$ cat src/rtl/adaptive_range_encoder_unit_macros.svh
// ----------------------------------------------------------------------------
// Assertion macros for the adaptive range encoder
// Shared concurrent assertion forms, clocked on clk and disabled in reset.
// ----------------------------------------------------------------------------
`ifndef ADAPTIVE_RANGE_ENCODER_UNIT_MACROS_SVH
`define ADAPTIVE_RANGE_ENCODER_UNIT_MACROS_SVH

// antecedent implies consequent in the same cycle
`define ARE_ASSERT_IMPL(label, ante, cons, msg) \
	label: assert property (@(posedge clk) disable iff (!arst_n) (ante) |-> (cons)) \
		else $error(msg);

// antecedent implies consequent in the next cycle
`define ARE_ASSERT_NEXT(label, ante, cons, msg) \
	label: assert property (@(posedge clk) disable iff (!arst_n) (ante) |=> (cons)) \
		else $error(msg);

`endif

$ cat src/rtl/are_pkg.sv
// ----------------------------------------------------------------------------
// Adaptive range encoder package
// Types and fixed constants shared by the encoder modules.
// ----------------------------------------------------------------------------
package are_pkg;

	localparam int SYM_W = 8;
	localparam int CNT_W = 17;

	typedef logic [CNT_W-1:0] count_t;

	localparam count_t      RESCALE_LIMIT = 17'h0FFFF;
	localparam logic [31:0] RENORM_BOUND  = 32'h0001_0000;
	localparam logic [31:0] RANGE_INIT    = 32'hFFFF_FFFF;
	localparam logic [7:0]  CLAMP_BYTE    = 8'hFF;

	// operation codes carried on tuser
	localparam logic OP_ENCODE = 1'b0;
	localparam logic OP_FLUSH  = 1'b1;

	// per-cell control
	typedef struct packed {
		logic inc;   // add one to this count
		logic tok;   // rescale token arriving from the left neighbor
	} cell_ctl_t;

	typedef enum logic [7:0] {
		ST_IDLE   = 8'b0000_0001,
		ST_DIV    = 8'b0000_0010,
		ST_MUL    = 8'b0000_0100,
		ST_ADD    = 8'b0000_1000,
		ST_CHK    = 8'b0001_0000,
		ST_RESC   = 8'b0010_0000,
		ST_RENORM = 8'b0100_0000,
		ST_FLUSH  = 8'b1000_0000
	} state_t;

endpackage

$ cat src/rtl/are_cell.sv
// ----------------------------------------------------------------------------
// Count cell
// Holds one cumulative count; increments it, and rescales it when the
// rescale token passes, using the already rescaled count of its left neighbor.
// ----------------------------------------------------------------------------
module are_cell #(
	parameter int INDEX = 0
) (
	input  logic                clk,
	input  logic                arst_n,
	input  are_pkg::cell_ctl_t  ctl,
	input  are_pkg::count_t     left_val,
	output are_pkg::count_t     val,
	output logic                tok_out
);

	are_pkg::count_t cnt_q;
	logic            tok_q;
	are_pkg::count_t half;

	assign half = cnt_q >> 1;

	// count update
	always_ff @(posedge clk or negedge arst_n) begin
		if (!arst_n) begin
			cnt_q <= are_pkg::count_t'(INDEX);
			tok_q <= 1'b0;
		end else begin
			tok_q <= ctl.tok;
			if (ctl.tok) begin
				// halve, keep strictly above the left neighbor
				cnt_q <= (half <= left_val) ? left_val + 1'b1 : half;
			end else if (ctl.inc) begin
				cnt_q <= cnt_q + 1'b1;
			end
		end
	end

	assign val     = cnt_q;
	assign tok_out = tok_q;

endmodule

$ cat config.mk
export PLATFORM = sky130hd
export DESIGN_NAME = are_cell
export DESIGN_NICKNAME = d
export VERILOG_FILES = /design/src/rtl/adaptive_range_encoder_unit_macros.svh /design/src/rtl/are_pkg.sv /design/src/rtl/are_cell.sv
export SDC_FILE = /design/constraint.sdc
export NUM_CORES = 1
export LEC_CHECK = 0
export BUFFER_PORTS_ARGS = -buffer_cell sky130_fd_sc_hd__buf_2
export CORE_UTILIZATION = 55
export CTS_BUF_LIST = sky130_fd_sc_hd__clkbuf_16
export DETAILED_ROUTE_END_ITERATION = 7
export PLACE_DENSITY = 0.87
export RECOVER_POWER = 50
export REMOVE_ABC_BUFFERS = 1
export SETUP_SLACK_MARGIN = 0.05
export SLEW_MARGIN = 40
export SYNTH_ARGS = -nofsm -noshare
export SYNTH_HDL_FRONTEND = slang
export SYNTH_SLANG_ARGS = --single-unit
$ cat constraint.sdc
create_clock -name clk -period 3.6 [get_ports clk]
set_input_delay 0.54 -clock clk [delete_from_list [all_inputs] [get_ports clk]]
set_output_delay 0.54 -clock clk [all_outputs]
set_load 0.01 [all_outputs]
==> results of run 1 <==
==> layout make-up <==
type / count / area share
Clock inverter: 1 / 0.00175
Sequential cell: 18 / 0.210
Timing Repair Buffer: 38 / 0.0829
Clock buffer: 3 / 0.0350
Multi-Input combinational cell: 189 / 0.613
Tap cell: 44 / 0.0257
Inverter: 18 / 0.0315
==> logic make-up after synthesis <==
logic type | count (synthesis) | share of synthesized area
AOI/OAI and AO/OA | 38 | 0.142
buffers and inverters | 27 | 0.0581
xor gates and xnor gates | 30 | 0.140
DFF | 18 | 0.240
and+or+nand+nor | 103 | 0.299
adders and majority gates | 18 | 0.120
==> final timing paths <==
| path | to | startpoint | slack (ns) | cells past startpoint |
|---|---|---|---|---|
| max | val[6] | val[15] | 0.82 | 7 |
| min | val[5] | arst_n | 0.42 | 1 |
| max reg2reg | val[6] | val[15] | 0.82 | 7 |
| min reg2reg | val[13] | val[14] | 0.64 | 1 |
| max in group asynchronous | val[12] | arst_n | 2.61 | 1 |
| min in group clk | val[13] | val[14] | 0.64 | 1 |
==> cell usage in the layout (no fill, tap or decap), types with 2 or more instances in the layout <==
cell	instances
sky130_fd_sc_hd__nor3_1	11
sky130_fd_sc_hd__a211oi_1	4
sky130_fd_sc_hd__xnor2_1	24
sky130_fd_sc_hd__ha_1	18
sky130_fd_sc_hd__dfrtp_1	18
sky130_fd_sc_hd__nor4_1	9
sky130_fd_sc_hd__a31oi_1	3
sky130_fd_sc_hd__a311oi_1	4
sky130_fd_sc_hd__clkbuf_1	10
sky130_fd_sc_hd__a31o_2	3
sky130_fd_sc_hd__nand3_1	15
sky130_fd_sc_hd__nand4_1	12
sky130_fd_sc_hd__a21oi_1	9
sky130_fd_sc_hd__inv_1	18
sky130_fd_sc_hd__nor2_1	21
sky130_fd_sc_hd__o21ai_0	5
sky130_fd_sc_hd__nand2_1	19
sky130_fd_sc_hd__xor2_1	6
sky130_fd_sc_hd__buf_2	28
sky130_fd_sc_hd__and4_1	4
sky130_fd_sc_hd__and3_1	3
sky130_fd_sc_hd__clkbuf_16	3
sky130_fd_sc_hd__o31ai_1	2
==> metal layers <==
metal,vias up,GRT usage,part of all wire
li1,927,-,-
met1,871,0.418,0.47
met2,75,0.476,0.46
met3,2,0.0213,0.061
met4,0,0.0631,0.0054
met5,-,0,0
==> metrics by stage <==
stage / worst slack, ns / total power (µW) / cells / hold WS [ns] / util
2_1_floorplan: 0.806 / 540 / 225 / 0.244 / -
3_3_place_gp: 0.661 / 662 / 307 / 0.489 / 0.659
3_5_place_dp: 0.588 / 671 / 307 / 0.489 / 0.659
4_1_cts: 0.820 / 894 / 311 / 0.228 / 0.684
5_1_grt: 0.664 / 960 / 311 / 0.496 / 0.680
6_report: 0.820 / 897 / 311 / 0.416 / 0.680
==> where the power goes <==
part           leakage [µW]  internal (µW)  switching [µW]  total, µW
combinational      0.000673            154             200        354
sequential         0.000206            242            76.5        318
clock             0.0000385            148            77.6        225
==> state kept, by name, summed over array words and instances, names as in the netlist <==
register and count:
val 17, tok_out 1
==> impl_results.rst, run 1 <==
.. list-table::
   :header-rows: 1

   * - Metric
     - Value
   * - Outcome
     - finished clean
   * - Setup repair after global routing missed its margin
     - no
   * - Leak pwr
     - 0.000918 µW
   * - Cells taking the most area after synthesis
     - sky130_fd_sc_hd__dfrtp_1 (24%), sky130_fd_sc_hd__ha_1 (12%), sky130_fd_sc_hd__xnor2_1 (11%)
   * - Depth of the CTS H-tree
     - 1
   * - Top Ports
     - 39
   * - Pins over their slew limit
     - 0
   * - Number of core rows
     - 20
   * - Family with the most delay on the worst path
     - simple AND/OR/NAND/NOR gates
   * - Post-synth ARST share
     - 1.00
   * - Yosys warns
     - 0
   * - N_diodes
     - 0
   * - FF/Latch Area
     - 450 µm²
   * - Worst-case clock buffer depth
     - 2
   * - DRC viols
     - 0
   * - Clock slew at reported path FFs
     - 0.05 ns
   * - Vias in the first global route
     - 1,766
   * - Post-DR vias/cell
     - 6.03
   * - Chip width
     - 60.4 µm
   * - Placement-stage cell area
     - 0.00208 mm²
   * - Prevailing post-synth register cell
     - sky130_fd_sc_hd__dfrtp_1
   * - Max rail drop VDD
     - 182 µV
   * - Seq cells post-synth
     - 18
   * - First drt pass iteration count
     - 4
   * - Post-CTS setup buffer count
     - 0
   * - Total wirelength of the detailed-routed design
     - 4.67 mm
   * - Peak fanout along the critical path
     - 8
   * - Count of buffers inserted at the top-level ports
     - 38
   * - Root Buffer
     - sky130_fd_sc_hd__clkbuf_16
   * - Pin slew with the least headroom to its limit
     - 1.17 ns
   * - Average detailed-routed wire length per instance
     - 15.0 µm
   * - Number of buffers and inverters on the critical path
     - 0
   * - GR Overflow Total
     - 0
   * - Fraction of final layout cells sized beyond drive strength 1
     - 0.150
   * - Cell type with the largest total area after synthesis
     - sky130_fd_sc_hd__dfrtp_1
   * - Initial antenna violation count
     - 0
   * - Total number of nets in the final design
     - 307
   * - Period Utilization, post-route
     - 0.772
   * - Die outline area
     - 0.00364 mm²
   * - Initial cell density of the core
     - 0.594
   * - Maximum number of pins on one net before global-route repair
     - 29
   * - Post-layout min period
     - 2.78 ns
   * - Chip height
     - 60.4 µm
   * - Final hold violations
     - 0
   * - Area of the core region
     - 0.00315 mm²
   * - Post-synthesis cell area
     - 0.00187 mm²
   * - Startpoint-to-endpoint class of the critical path
     - flop to flop
   * - Highest clock rate
     - 360 MHz
   * - Cell types with the highest counts after synthesis
     - sky130_fd_sc_hd__xnor2_1 (24), sky130_fd_sc_hd__nor2_1 (21), sky130_fd_sc_hd__nand2_1 (19)
   * - EDFF count, synth
     - 0
   * - Global-route usage over all layers
     - 0.290
   * - Wire length of the first global-routing pass
     - 7.94 mm
   * - Finished layout cell area
     - 0.00214 mm²
   * - CTS Hold Bufs
     - 0
   * - Footprint of the multi-input gates
     - 0.00131 mm²
   * - Clock latency of the later-clocked register in the worst-skew pair
     - 0.25 ns
   * - Via count
     - 1,875
   * - Dominant cell by count in the synthesized netlist
     - sky130_fd_sc_hd__xnor2_1
   * - Violation count after the first detailed-route iteration
     - 79
   * - Cells after synthesis
     - 234
   * - Total power per unit cell area
     - 418 mW/mm²
   * - Share of the synthesized area in the top cell type
     - 0.240
   * - Max-slew headroom
     - 0.219
   * - Post-DP HPWL
     - 3.71 mm
   * - Setup violation total in the final timing report
     - 0
   * - Distinct cells, synth
     - 39
   * - Endpoint required time on the critical path
     - 3.75 ns
   * - Clock Skews
     - 0.00176 ns
   * - Setup_tns
     - 0 ns
   * - Number of buffers inserted during clock tree synthesis
     - 3
   * - Clock tree from TritonCTS
     - yes
   * - Critical path capture point type
     - flop
   * - Kind of start point of the critical path
     - flop
   * - Global placement routability congestion
     - 0.861
   * - Critical-path cell with the highest stage delay
     - sky130_fd_sc_hd__or4_4
   * - Clock sink count
     - 18
   * - Area added between synthesis and finish
     - 14.4%
   * - Part of the Yosys area used for sequential elements
     - 0.240
   * - Type of the most critical hold path
     - input port to asynchronous set/reset pin
   * - Cell Chain, Critical Path
     - ha_1 > nand4b_4 > or3_4 > or4_4 > nand3_1 > nand2_1 > a311oi_1
   * - Maxcap violations
     - 0
   * - Crit path DAT
     - 2.93 ns
   * - CTS resizes
     - 0
   * - Average size of a mapped cell
     - 8.00 µm²
   * - Remaining antenna violation count
     - 0
   * - Worst path max stage delay
     - 0.50 ns
   * - Fill cell total of the finished layout
     - 282
Note: power is estimated with default switching activity, not from simulation.
==> run 2: changes to the inputs <==
==> constraint.sdc (replaced) <==
create_clock -name clk -period 2.8 [get_ports clk]
set_input_delay 0.42 -clock clk [delete_from_list [all_inputs] [get_ports clk]]
set_output_delay 0.42 -clock clk [all_outputs]
set_load 0.01 [all_outputs]
==> impl_results.rst, run 2 (same netlist as run 1, synthesis figures left out) <==
.. list-table::
   :header-rows: 1

   * - Metric
     - Value
   * - Post-layout min period
     - 2.67 ns (-0.113 ns)
   * - Area of the core region
     - 0.00315 mm² (unchanged)
   * - Maximum number of pins on one net before global-route repair
     - 28 (-3.4%)
   * - Final hold violations
     - 0 (unchanged)
   * - CTS Hold Bufs
     - 0 (unchanged)
   * - Vias in the first global route
     - 1,820 (+3.1%)
   * - Chip height
     - 60.4 µm (unchanged)
   * - Total number of nets in the final design
     - 326 (+6.2%)
   * - Critical register-to-register path endpoint
     - val[1]
   * - Max-slew headroom
     - 0.351 (+0.132)
   * - Fraction of final layout cells sized beyond drive strength 1
     - 0.225 (+0.0747)
   * - Wire length of the first global-routing pass
     - 8.47 mm (+6.7%)
   * - Final worst hold slack
     - 0.307 ns (-0.109 ns)
   * - Post-DR vias/cell
     - 6.03 (about the same)
   * - Number of buffers and inverters on the critical path
     - 1 (+1)
   * - Setup repair after global routing missed its margin
     - no
   * - Pins over their slew limit
     - 0 (unchanged)
   * - Family with the most delay on the worst path
     - simple AND/OR/NAND/NOR gates
   * - Number of buffers inserted during clock tree synthesis
     - 3 (unchanged)
   * - Leak pwr
     - 0.00101 µW (+10%)
   * - Clock tree from TritonCTS
     - yes
   * - Setup violation total in the final timing report
     - 0 (unchanged)
   * - Area added between synthesis and finish
     - 23.6%
   * - Post-CTS setup buffer count
     - 0 (unchanged)
   * - Via count
     - 1,983 (+5.8%)
   * - Most frequent cells in the layout
     - sky130_fd_sc_hd__buf_2 (31), sky130_fd_sc_hd__xnor2_1 (24), sky130_fd_sc_hd__nor2_1 (21), sky130_fd_sc_hd__nand2_1 (19)
   * - Post-DP HPWL
     - 4.01 mm (+8.1%)
   * - GR Overflow Total
     - 0 (unchanged)
   * - Clock latency of the later-clocked register in the worst-skew pair
     - 0.25 ns (about the same)
   * - Most frequent standard cell in the layout excluding fill and tap cells
     - sky130_fd_sc_hd__buf_2
   * - Global placement routability congestion
     - 0.942 (+9.4%)
   * - DRC viols
     - 0 (unchanged)
   * - Highest clock rate
     - 375 MHz (+4.3%)
   * - Remaining antenna violation count
     - 0 (unchanged)
   * - Violation count after the first detailed-route iteration
     - 133 (+68%)
   * - Average detailed-routed wire length per instance
     - 16.2 µm (+7.6%)
   * - Clock sink count
     - 18 (unchanged)
   * - Chip width
     - 60.4 µm (unchanged)
   * - N_diodes
     - 0 (unchanged)
   * - Endpoint required time on the critical path
     - 2.92 ns (-0.83 ns)
   * - Critical path capture point type
     - flop
   * - Worst-case clock buffer depth
     - 2 (unchanged)
   * - Top Ports
     - 39 (unchanged)
   * - Kind of start point of the critical path
     - flop
   * - Depth of the worst register-to-register path
     - 8 (+1)
   * - Clock slew at reported path FFs
     - 0.05 ns (about the same)
   * - Crit path DAT
     - 2.79 ns (-0.14 ns)
   * - First drt pass iteration count
     - 4 (unchanged)
   * - Startpoint of the worst-slack reg-to-reg timing path
     - val[15]
   * - Number of core rows
     - 20 (unchanged)
   * - Depth of the CTS H-tree
     - 1 (unchanged)
   * - Startpoint-to-endpoint class of the critical path
     - flop to flop
   * - Initial cell density of the core
     - 0.594 (unchanged)
   * - Period Utilization, post-route
     - 0.952 (+0.180)
   * - Max reg flops
     - 17 (unchanged)
   * - Total wirelength of the detailed-routed design
     - 5.32 mm (+14%)
   * - Die outline area
     - 0.00364 mm² (unchanged)
   * - Total power per unit cell area
     - 531 mW/mm² (+27%)
   * - Critical-path cell with the highest stage delay
     - sky130_fd_sc_hd__or4_4
   * - Global-route usage over all layers
     - 0.318 (+0.0282)
   * - Setup_tns
     - 0 ns (unchanged)
   * - Cell Chain, Critical Path
     - ha_4 > nand4b_4 > or3_4 > or4_4 > and3_4 > buf_4 > o21ai_0 > a31oi_1
   * - Maxcap violations
     - 0 (unchanged)
   * - Worst path max stage delay
     - 0.50 ns (about the same)
   * - Clock Skews
     - 0.00364 ns (+0.00188 ns)
   * - Pin slew with the least headroom to its limit
     - 0.973 ns (-0.198 ns)
   * - Setup slack, reg-to-reg
     - 0.13 ns (-0.69 ns)
   * - Type of the most critical hold path
     - input port to asynchronous set/reset pin
   * - Root Buffer
     - sky130_fd_sc_hd__clkbuf_16
   * - Count of buffers inserted at the top-level ports
     - 38 (unchanged)
   * - Outcome
     - finished clean
   * - Max rail drop VDD
     - 234 µV (+29%)
   * - Peak fanout along the critical path
     - 9 (+1)
   * - Initial antenna violation count
     - 0 (unchanged)
run 2: cell types whose count changed in the layout (fill, tap and decap cells not counted), sizes merged:
cell and delta:
buf +20, clkbuf -1, clkinv -1
run 2: worst max-delay path by stage:
| stage | cells past startpoint | from | endpoint |
|---|---|---|---|
| detailed placement | 9 | left_val[15] | val[15] |
| CTS | 7 | val[15] | val[15] |
| floorplan | 8 | left_val[15] | val[15] |
| global placement | 9 | left_val[14] | val[15] |
| global route | 8 | val[15] | val[6] |
| finish | 8 | val[15] | val[1] |
run 2: timing repair:
action,CTS,global route
resized for setup,0,4
setup endpoints to repair,0,3
hold endpoints to repair,0,0
run 2: cell type report:
cell class | count | area (µm²)
multi-input cells | 189 | 1350
fillers | 254 | 837
flip-flops and latches | 18 | 450
repair buffers | 57 | 317
clock buffers | 3 | 75.1
inverters | 18 | 67.6
well taps | 44 | 55.1
run 2: through the flow:
step	cell area (µm²)	total power (µW)	instances	utilization	worst slack (ns)
6_report	2320	1230	329	0.735	0.133
5_1_grt	2320	1300	329	0.735	0.0807
4_1_cts	2290	1210	329	0.728	0.108
3_5_place_dp	2220	930	326	0.704	0.0119
3_3_place_gp	2220	916	326	0.704	0.0480
2_1_floorplan	1830	694	225	-	0.126
run 2: worst reg2reg max path: stages, from the launching register on:
cell and delay, ns:
sky130_fd_sc_hd__dfrtp_1 0.45, sky130_fd_sc_hd__ha_4 0.32, sky130_fd_sc_hd__nand4b_4 0.11, sky130_fd_sc_hd__or3_4 0.43, sky130_fd_sc_hd__or4_4 0.50, sky130_fd_sc_hd__and3_4 0.19, sky130_fd_sc_hd__buf_4 0.16, sky130_fd_sc_hd__o21ai_0 0.27
sky130_fd_sc_hd__a31oi_1 0.12
run 2: power breakdown:
group	internal, µW	switching, µW
clock network	188	95.7
registers	311	65.4
logic	251	317
total	750	478
run 2: per-layer routing:
metal | GRT usage | up-vias | share of wire
met5 | 0 | - | 0
met4 | 0.0897 | 0 | 0.015
met3 | 0.0235 | 12 | 0.095
met2 | 0.491 | 98 | 0.46
met1 | 0.477 | 913 | 0.43
li1 | - | 960 | -
