**src/rtl/adaptive_range_encoder_unit_macros.svh**
```systemverilog
// ----------------------------------------------------------------------------
// Assertion macros for the adaptive range encoder
// Shared concurrent assertion forms, clocked on clk and disabled in reset.
// ----------------------------------------------------------------------------
`ifndef ADAPTIVE_RANGE_ENCODER_UNIT_MACROS_SVH
`define ADAPTIVE_RANGE_ENCODER_UNIT_MACROS_SVH

// antecedent implies consequent in the same cycle
`define ARE_ASSERT_IMPL(label, ante, cons, msg) \
	label: assert property (@(posedge clk) disable iff (!arst_n) (ante) |-> (cons)) \
		else $error(msg);

// antecedent implies consequent in the next cycle
`define ARE_ASSERT_NEXT(label, ante, cons, msg) \
	label: assert property (@(posedge clk) disable iff (!arst_n) (ante) |=> (cons)) \
		else $error(msg);

`endif

```
**src/rtl/are_pkg.sv**
```systemverilog
// ----------------------------------------------------------------------------
// Adaptive range encoder package
// Types and fixed constants shared by the encoder modules.
// ----------------------------------------------------------------------------
package are_pkg;

	localparam int SYM_W = 8;
	localparam int CNT_W = 17;

	typedef logic [CNT_W-1:0] count_t;

	localparam count_t      RESCALE_LIMIT = 17'h0FFFF;
	localparam logic [31:0] RENORM_BOUND  = 32'h0001_0000;
	localparam logic [31:0] RANGE_INIT    = 32'hFFFF_FFFF;
	localparam logic [7:0]  CLAMP_BYTE    = 8'hFF;

	// operation codes carried on tuser
	localparam logic OP_ENCODE = 1'b0;
	localparam logic OP_FLUSH  = 1'b1;

	// per-cell control
	typedef struct packed {
		logic inc;   // add one to this count
		logic tok;   // rescale token arriving from the left neighbor
	} cell_ctl_t;

	typedef enum logic [7:0] {
		ST_IDLE   = 8'b0000_0001,
		ST_DIV    = 8'b0000_0010,
		ST_MUL    = 8'b0000_0100,
		ST_ADD    = 8'b0000_1000,
		ST_CHK    = 8'b0001_0000,
		ST_RESC   = 8'b0010_0000,
		ST_RENORM = 8'b0100_0000,
		ST_FLUSH  = 8'b1000_0000
	} state_t;

endpackage

```
**src/rtl/are_div.sv**
```systemverilog
// ----------------------------------------------------------------------------
// Range divider
// Restoring divider, 32-bit dividend by 17-bit divisor, one quotient bit
// per cycle.
// ----------------------------------------------------------------------------
module are_div (
	input  logic                clk,
	input  logic                arst_n,
	input  logic                start,
	input  logic [31:0]         dividend,
	input  are_pkg::count_t     divisor,
	output logic                done,
	output logic [31:0]         quotient
);

	logic [31:0]      quo_q;
	logic [17:0]      rem_q;
	are_pkg::count_t  dvs_q;
	logic [5:0]       cnt_q;
	logic             busy_q;
	logic             done_q;
	logic [17:0]      trial;
	logic             fits;

	assign trial = {rem_q[16:0], quo_q[31]};
	assign fits  = trial >= {1'b0, dvs_q};

	// one bit per cycle
	always_ff @(posedge clk or negedge arst_n) begin
		if (!arst_n) begin
			busy_q <= 1'b0;
			done_q <= 1'b0;
			cnt_q  <= '0;
		end else begin
			done_q <= 1'b0;
			if (start) begin
				busy_q <= 1'b1;
				cnt_q  <= '0;
			end else if (busy_q) begin
				cnt_q <= cnt_q + 1'b1;
				if (cnt_q == 6'd31) begin
					busy_q <= 1'b0;
					done_q <= 1'b1;
				end
			end
		end
	end

	// datapath
	always_ff @(posedge clk) begin
		if (start) begin
			quo_q <= dividend;
			rem_q <= '0;
			dvs_q <= divisor;
		end else if (busy_q) begin
			rem_q <= fits ? trial - {1'b0, dvs_q} : trial;
			quo_q <= {quo_q[30:0], fits};
		end
	end

	assign done     = done_q;
	assign quotient = quo_q;

endmodule

```
**config.mk**
```make
export PLATFORM = sky130hd
export DESIGN_NAME = are_div
export DESIGN_NICKNAME = d
export VERILOG_FILES = /design/src/rtl/adaptive_range_encoder_unit_macros.svh /design/src/rtl/are_pkg.sv /design/src/rtl/are_div.sv
export SDC_FILE = /design/constraint.sdc
export NUM_CORES = 1
export LEC_CHECK = 0
export ABC_AREA = 1
export BUFFER_PORTS_ARGS = -buffer_cell sky130_fd_sc_hd__buf_2
export CELL_PAD_IN_SITES_DETAIL_PLACEMENT = 1
export CELL_PAD_IN_SITES_GLOBAL_PLACEMENT = 1
export CORE_UTILIZATION = 31
export CTS_CLUSTER_SIZE = 20
export DETAILED_ROUTE_END_ITERATION = 12
export PLACE_DENSITY = 0.73
export SYNTH_ARGS = -nofsm -noshare
export SYNTH_HDL_FRONTEND = slang
export SYNTH_SLANG_ARGS = --single-unit
export TNS_END_PERCENT = 20
```
**constraint.sdc**
```tcl
create_clock -name clk -period 3.2 [get_ports clk]
set_input_delay 0.32 -clock clk [delete_from_list [all_inputs] [get_ports clk]]
set_output_delay 0.32 -clock clk [all_outputs]
set_load 0.01 [all_outputs]
```
==> results of run 1 <==
worst reg2reg max path, delay by kind of cell (launching register included):
| kind | cells | cell delay, ns |
|---|---|---|
| and+or+nand+nor | 6 | 0.99 |
| adders and majority gates | 2 | 0.61 |
| DFF | 1 | 0.38 |
| buffers and inverters | 2 | 0.17 |
| AOI/OAI and AO/OA | 1 | 0.10 |
layer usage:
layer,share of wire,vias to the layer above
met2,0.48,94
met3,0.062,12
met1,0.44,1752
li1,-,1891
met4,0.016,0
met5,0,-
power by group through the flow:
| stage | Combinational (mW) | Sequential [mW] | Clock [mW] |
|---|---|---|---|
| 3_3_place_gp | 1.66 | 1.32 | 0 |
| 6_report | 1.71 | 1.31 | 0.981 |
| 4_1_cts | 1.72 | 1.31 | 1.01 |
| 5_1_grt | 1.94 | 1.33 | 1.05 |
| 2_1_floorplan | 1.32 | 1.31 | 0 |
| 3_5_place_dp | 1.71 | 1.33 | 0 |
metrics by stage:
step                      instance area, sq um  power, mW  instances
after floorplan                           4262      2.628        548
after global placement                    4850      2.984        800
after detailed placement                  4850      3.039        800
after CTS                                 5146      4.046        817
after global routing                      5146      4.320        817
final                                     5146      4.001        817
kinds of logic after synthesis:
kind of cell | share of synthesized area
fa+ha+maj | 0.05755
flops | 0.4721
compound gates | 0.03846
xor+xnor | 0.01439
simple gates | 0.3241
buf+inv | 0.09336
flip-flops by register name, summed over array words and instances, names as in the netlist:
register and count:
dvs_q 17, busy_q 1, rem_q 17, cnt_q 6
quotient 32, done 1
layout by cell type, fill, tap and decap left out, types with 3 or more instances in the layout:
cell / synthesis / final
nor2_1: 27 / 27
dfxtp_1: 17 / 17
buf_2: 0 / 84
xnor2_1: 5 / 5
a21oi_1: 11 / 11
nor2_2: 3 / 3
nand3_2: 4 / 4
nand3b_1: 10 / 10
clkbuf_16: 0 / 10
buf_4: 0 / 7
nand3_1: 38 / 38
nand2_1: 230 / 230
nor3_1: 5 / 5
clkbuf_1: 8 / 3
o21ai_0: 9 / 9
dfrtp_1: 8 / 8
inv_1: 76 / 76
ha_1: 18 / 18
nand2_2: 7 / 7
edfxtp_1: 49 / 49
worst paths after layout:
check / from / end / slack [ns] / depth (start not counted)
hold reg to reg: rem_q[16] / rem_q[16] / 0.48 / 2
setup / recovery: quotient[31] / rem_q[3] / 0.87 / 11
setup reg to reg: quotient[31] / rem_q[3] / 0.87 / 11
min in group asynchronous: arst_n / cnt_q[4] / 0.36 / 2
max in group asynchronous: arst_n / cnt_q[5] / 2.67 / 2
hold / removal: divisor[7] / dvs_q[7] / 0.15 / 1
cell type report:
type                       instances  area (sq um)
fill                            1720          8202
sequential                        74          2012
multi-input combinational        381          1852
timing repair buffer              92         483.0
inverter                          78         292.8
clock buffer                      13         261.5
tap                              176         220.2
clock inverter                     3         25.02
timing repair:
item | in CTS | in global routing
hold buffers | 1 | 0
resized for setup | 0 | 0
endpoints found under the hold margin | 8 | 0
==> results.ini, run 1 <==
[timing]
max_freq_ghz = 0.4293
tns_ns = 0
hold_ws_ns = 0.1475
max-slew-margin-rel = 0.2487
hold_violations = 0
setup_viol = 0
worst_pin_slew_ns = 1.126
finalClockSkew_ns = 0.01084
drv_slew = 0
fin_crit_ns = 2.330
rsz0062_at_grt = false
finalCritPeriodShare = 0.7280
worst_slack_ns = 0.8704

[floorplanning]
core_sq_um = 13350
ios = 85
initial_core_util = 0.3193
die_area_sq_um = 14220
die_h_microns = 119.2
rows = 42
die_w_microns = 119.2

[power]
p_clk_frac = 0.245
power_frac_comb = 0.428
internal_power_mw = 2.403
switching_power_mw = 1.598
leakage_nw = 2.723
p_sw_frac = 0.3994
p_seq_frac = 0.327
power_density_nw_per_um2 = 777.5
ir_worst_vdd_mv = 0.3047

[finish]
drive_above_1_share = 0.1950
nets = 707
finish.utilization = 0.3855
diodes = 0
area_delta_synth_final_pct = 20.76

[critical_path]
crit_fanout = 16
path_cells = inv_1 > ha_1 > inv_1 > fa_1 > nand3_1 > nand3_2 > nand2_2 > nand2_2 > nand2_1 > nand3_1 > o21ai_0
required_ns = 3.45
critPathLaunchType = flip-flop
crit_family = simple AND/OR/NAND/NOR gates
max_stage_delay_ns = 0.45
critPathSlowestCell = fa_1
critPathCaptureType = flip-flop
cp.arrival_ns = 2.58
worst-path-buf-inv = 2
crit_type = reg2reg

[route]
viasPerCell = 4.589
ant_nets = 0
post_drt_wl_per_cell_microns = 14.02
drc = 0
drt_pass1_iterations = 4
drtIter0Drc = 164
vias = 3749
wl_mm = 11.45

[hold_path]
hold_path_class = in2reg

[grt]
use_met3 = 0.05987
met2_usage = 0.2976
gr-total-overflow = 0
grt_use_total = 0.1740
grt_pass1_vias = 3962
gr-usage-met1 = 0.2022
grt_pass1_wl_mm = 19.21
grt.busiest_layer = met2
grt_max_degree = 44
antenna_found_initial = 0

[clock_tree]
clk_pin_slew_worst_paths_ns = 0.06
clock_sinks = 74
ctsLongestPathBuffers = 2
cts_inserted_buffers = 9
root_buffer = clkbuf_16
clock_latency_ns = 0.34
h-tree-depth = 3
cts_setup_buffers = 0
tritoncts = yes

[logic_synthesis]
avgSynthCellArea_sq_um = 7.777
synth.area.top_cells = edfxtp_1 (35%), nand2_1 (20%), dfxtp_1 (8.0%), inv_1 (6.7%), ha_1 (5.3%)
synthesis.nets = 619
synth_cells = 548
ys_seq_elements = 74
yosysSeqAreaShare = 0.4721
synthArstFlopShare = 0.1081
synthTopCellsByCount = nand2_1 (230), inv_1 (76), edfxtp_1 (49)
synth_edf_count = 49
synth_area_leader_cell = edfxtp_1
syn_area_sq_um = 4262
yosysMostFrequentCell = nand2_1
yosysTopAreaCellShare = 0.3453
ys_warn_count = 0
synth_cell_types = 33
synth_flop_cell = edfxtp_1

[place]
pre_cts_ws_ns = 0.8708
io_buffers = 84
hpwl_mm = 8.683
place.gp.congestion = 0.8380

[job]
drv_cap = 0

[outcome]
outcome = finished clean

Power figures use the tool's default switching activity.
==> inputs of run 2 (changes only) <==
- clock period: 3.2 -> 2.15 ns (I/O delays scaled with it)
==> results.ini, run 2 (synthesized netlist as in run 1, its figures left out) <==
[outcome]
outcome = finished clean

[floorplanning]
core_sq_um = 13350  ; unchanged
rows = 42  ; unchanged
initial_core_util = 0.3193  ; unchanged
die_w_microns = 119.2  ; unchanged
die_area_sq_um = 14220  ; unchanged
ios = 85  ; unchanged
die_h_microns = 119.2  ; unchanged

[finish]
nets = 719  ; +1.7%
largest_reg_flops = 32  ; unchanged
area_delta_synth_final_pct = 25.25
diodes = 0  ; unchanged
mostFrequentLayoutCells = nand2_1 (227), buf_2 (84), inv_1 (75), edfxtp_1 (49), nand3_1 (36)
n_fill_cell = 1698  ; -1.3%
drive_above_1_share = 0.2251  ; +0.03011
final_cells = 829  ; +1.5%
final_area_sq_um = 5338  ; +3.7%
final_common_cell = nand2_1

[place]
hpwl_mm = 8.852  ; +1.9%
place_area_sq_um = 4902  ; +1.1%
place.gp.congestion = 0.8508  ; +1.5%
pre_cts_ws_ns = -0.08169  ; -0.9525 ns
placed_cells = 807  ; +0.88%
io_buffers = 84  ; unchanged

[grt]
grt_pass1_vias = 4163  ; +5.1%
grt_pass1_wl_mm = 19.88  ; +3.5%
grt_use_total = 0.1807  ; +0.006688
antenna_found_initial = 0  ; unchanged
grt_max_degree = 28  ; -36%
gr-total-overflow = 0  ; unchanged

[route]
ant_nets = 0  ; unchanged
vias = 3803  ; +1.4%
wl_mm = 12.02  ; +5.0%
drtIter0Drc = 133  ; -19%
drt_pass1_iterations = 4  ; unchanged
drc = 0  ; unchanged
viasPerCell = 4.587  ; about the same
post_drt_wl_per_cell_microns = 14.50  ; +3.5%

[clock_tree]
h-tree-depth = 3  ; unchanged
root_buffer = clkbuf_16
cts_inserted_buffers = 9  ; unchanged
tritoncts = yes
clk_pin_slew_worst_paths_ns = 0.07  ; about the same
clock_sinks = 74  ; unchanged
ctsLongestPathBuffers = 2  ; unchanged
clock_latency_ns = 0.36  ; +0.02 ns

[critical_path]
required_ns = 2.39  ; -1.06 ns
crit_type = reg2reg
critPathCaptureType = flip-flop
crit_fanout = 7  ; -9
cp.arrival_ns = 2.24  ; -0.34 ns
critPathLaunchType = flip-flop

[timing]
setup_viol = 0  ; unchanged
drv_slew = 0  ; unchanged
rsz0062_at_grt = true
finalClockSkew_ns = 0.01020  ; -0.0006397 ns
worst_pin_slew_ns = 0.4619  ; -0.6638 ns
hold_violations = 0  ; unchanged
worst_slack_ns = 0.1468  ; -0.7235 ns
max-slew-margin-rel = 0.6917  ; +0.4431
max_freq_ghz = 0.4992  ; +16%
finalCritPeriodShare = 0.9317  ; +0.2037
fin_crit_ns = 2.003  ; -0.3265 ns

[power]
power_density_nw_per_um2 = 1199  ; +54%
leakage_nw = 2.835  ; +4.1%
ir_worst_vdd_mv = 0.5791  ; +90%

[hold_path]
hold_path_class = in2reg

[job]
drv_cap = 0  ; unchanged

==> run 2: critical path, cell delays in order (launching register included) <==
cell	delay, ns
edfxtp_1	0.38
inv_1	0.09
ha_1	0.16
inv_2	0.06
fa_2	0.40
nand3_1	0.12
nand3_2	0.12
nand2_4	0.15
buf_6	0.14
nand3_1	0.10
nand3_1	0.09
o21ai_0	0.08
==> run 2: where the power goes <==
part / internal (mW) / total (mW) / leakage, nW / switching (mW)
combinational: 1.04 / 2.73 / 1.91 / 1.69
sequential: 1.78 / 1.94 / 0.763 / 0.165
clock: 1.06 / 1.72 / 0.165 / 0.660
total: 3.88 / 6.40 / 2.83 / 2.52
==> run 2: final timing paths <==
path                               from        end  slack (ns)  cells after the start
setup / recovery           quotient[31]   rem_q[0]        0.15                     11
hold / removal               divisor[6]   dvs_q[6]        0.03                      1
setup reg to reg           quotient[31]   rem_q[0]        0.15                     11
hold reg to reg               rem_q[16]  rem_q[16]        0.48                      2
max in group asynchronous        arst_n     busy_q        1.74                      2
min in group asynchronous        arst_n   cnt_q[3]        0.23                      2
==> run 2: per-stage QoR <==
stage / power, mW / setup TNS (ns) / hold WS [ns] / util
2_1_floorplan: 3.911 / 0 / -0.08059 / -
3_3_place_gp: 4.482 / 0 / 0.07129 / 0.3673
3_5_place_dp: 4.567 / -0.7531 / 0.07209 / 0.3673
4_1_cts: 6.359 / 0 / 0.01502 / 0.3938
5_1_grt: 6.899 / -0.1629 / 0.02323 / 0.3999
6_report: 6.401 / 0 / 0.03150 / 0.3999
==> run 2: what timing repair did <==
item / 4_1_cts / 5_1_grt
endpoints found under the hold margin: 8 / 0
setup endpoints to repair: 17 / 18
setup buffers: 0 / 4
hold buffers: 1 / 0
pin swaps: 0 / 3
gates resized for setup: 2 / 14
cloned: 0 / 1
==> run 2: routing by layer <==
layer	track usage	up-vias	part of all wire
met2	0.3114	85	0.48
met5	0	-	0
li1	-	1924	-
met1	0.2031	1778	0.44
met4	0.06883	0	0.018
met3	0.06418	16	0.067
==> run 2: final cells by class <==
type | count | area (sq um) | area share
Tap cell | 176 | 220.2 | 0.04126
Clock buffer | 10 | 239.0 | 0.04477
Multi-Input combinational cell | 381 | 1892 | 0.3544
Timing Repair Buffer | 104 | 584.3 | 0.1095
Clock inverter | 6 | 97.59 | 0.01828
Inverter | 78 | 292.8 | 0.05485
Sequential cell | 74 | 2012 | 0.3769
==> inputs of run 3 (changes only) <==
- PLACE_DENSITY: 0.73 -> 0.76
- clock period: 2.15 -> 1.7 ns (I/O delays scaled with it)
==> results.ini, run 3 (synthesized netlist as in run 1, its figures left out) <==
[timing]
worst_slack_ns = -0.2806  ; -0.4274 ns
setup_viol = 18  ; +18
rsz0062_at_grt = true
max_freq_ghz = 0.5049  ; +1.1%
fin_crit_ns = 1.981  ; -0.02257 ns
max-slew-margin-rel = 0.7632  ; +0.07145
finalCritPeriodShare = 1.165  ; +0.2333
worst_pin_slew_ns = 0.3553  ; -0.1067 ns
drv_slew = 0  ; unchanged
hold_violations = 0  ; unchanged
finalClockSkew_ns = 0.01016  ; -0.00004550 ns
hold_ws_ns = 0.02977  ; -0.001735 ns

[hold_path]
hold_path_class = in2reg
hp-start = divisor[6]

[finish]
nets = 777  ; +8.1%
mostFrequentLayoutCells = nand2_1 (218), buf_2 (84), inv_1 (72), buf_4 (53), edfxtp_1 (49)
final_common_cell = nand2_1
diodes = 0  ; unchanged
drive_above_1_share = 0.3249  ; +0.09978
largest_reg_flops = 32  ; unchanged
area_delta_synth_final_pct = 43.63
finish.utilization = 0.4586  ; +0.05868

[grt]
gr-total-overflow = 0  ; unchanged
grt_pass1_vias = 4573  ; +9.8%
grt_pass1_wl_mm = 21.90  ; +10%
grt_use_total = 0.1993  ; +0.01866
antenna_found_initial = 0  ; unchanged
grt_max_degree = 49  ; +75%

[outcome]
outcome = complete, but fails checks
violations = negative setup slack

[route]
post_drt_wl_per_cell_microns = 15.73  ; +8.5%
drtIter0Drc = 225  ; +69%
vias = 4232  ; +11%
wl_mm = 13.95  ; +16%
drc = 0  ; unchanged
ant_nets = 0  ; unchanged
drt_pass1_iterations = 4  ; unchanged
viasPerCell = 4.771  ; +4.0%

[clock_tree]
clk_pin_slew_worst_paths_ns = 0.07  ; about the same
tritoncts = yes
ctsLongestPathBuffers = 2  ; unchanged
clock_latency_ns = 0.35  ; about the same
root_buffer = clkbuf_16
h-tree-depth = 3  ; unchanged
cts_inserted_buffers = 9  ; unchanged
clock_sinks = 74  ; unchanged

[floorplanning]
initial_core_util = 0.3193  ; unchanged
ios = 85  ; unchanged
rows = 42  ; unchanged
die_h_microns = 119.2  ; unchanged
core_sq_um = 13350  ; unchanged
die_area_sq_um = 14220  ; unchanged
die_w_microns = 119.2  ; unchanged

[critical_path]
critPathCaptureType = flip-flop
crit_fanout = 4  ; -3
setup.worst_path.start = quotient[31]
critPathLaunchType = flip-flop
max_stage_delay_ns = 0.40  ; about the same
crit_family = simple AND/OR/NAND/NOR gates
worst-r2r-setup-slack_ns = -0.28  ; -0.43 ns
rr_startpoint = quotient[31]
cp.arrival_ns = 2.23  ; about the same
worst-path-buf-inv = 2  ; -1
crit_type = reg2reg
path_cells = inv_2 > ha_4 > inv_2 > fa_2 > nand2_2 > nand3_2 > nand3_2 > nand2_4 > nand2_4 > nand3b_1 > nand2_1 > nand2_1 > nand3_1 > nand2_1
timing.critical_path.mode_cell = nand2_1
critPathSlowestCell = edfxtp_1
required_ns = 1.95  ; -0.44 ns

[place]
place.gp.congestion = 0.8586  ; +0.92%
pre_cts_ws_ns = -0.3007  ; -0.2190 ns
hpwl_mm = 9.450  ; +6.8%
io_buffers = 84  ; unchanged

[power]
leakage_nw = 3.140  ; +11%
power_density_nw_per_um2 = 1564  ; +30%
ir_worst_vdd_mv = 0.6777  ; +17%

[job]
drv_cap = 0  ; unchanged

[run 3: worst paths after layout]
kind,depth (start not counted),end
max in group asynchronous,2,busy_q
min reg2reg,2,rem_q[16]
min,1,dvs_q[6]
min in group asynchronous,2,cnt_q[5]
max reg2reg,14,rem_q[16]
max,14,rem_q[16]
[run 3: report_power, final]
part	internal (mW)	switching [mW]
clock network	1.17	0.863
logic	2.29	2.72
registers	2.25	0.282
total	5.71	3.86
[run 3: stage by stage]
| step | cell area (sq um) | power [mW] | std cells | TNS (ns) |
|---|---|---|---|---|
| 6_report | 6121 | 9.573 | 887 | -3.193 |
| 5_1_grt | 6121 | 10.14 | 887 | -5.253 |
| 4_1_cts | 6022 | 9.247 | 886 | -2.338 |
| 3_5_place_dp | 5258 | 6.607 | 848 | -4.194 |
| 3_3_place_gp | 5258 | 6.439 | 848 | -2.626 |
| 2_1_floorplan | 4272 | 4.957 | 548 | -2.760 |
[run 3: timing repair]
| item | 4_1_cts | 5_1_grt |
|---|---|---|
| endpoints found under the hold margin | 24 | 0 |
| cloned | 2 | 0 |
| gates resized for setup | 43 | 27 |
| endpoints found under the setup margin | 18 | 18 |
| hold buffers | 17 | 0 |
| setup buffers | 3 | 1 |
| pin swaps | 7 | 7 |
[run 3: layout make-up]
cell class	instances	area, sq um
fillers	1629	7227
well taps	176	220.2
repair buffers	162	1105
inverters	78	292.8
flip-flops and latches	74	2013
multi-input cells	381	2181
clock buffers	9	225.2
clock inverters	7	83.83
[run 3: worst reg2reg max path, delay by kind of cell, from the launching register on]
| family | cells | cell delay [ns] |
|---|---|---|
| AND/OR/NAND/NOR | 10 | 0.82 |
| adder cells (fa/ha/maj) | 2 | 0.53 |
| flip-flops | 1 | 0.40 |
| buffers and inverters | 2 | 0.13 |
[run 3: per-layer routing]
layer	track usage	up-vias	routed length (microns)
li1	-	2044	-
met1	0.2348	2041	5981
met2	0.3470	122	6882
met3	0.04167	25	765
met4	0.08861	0	325
met5	0	-	0
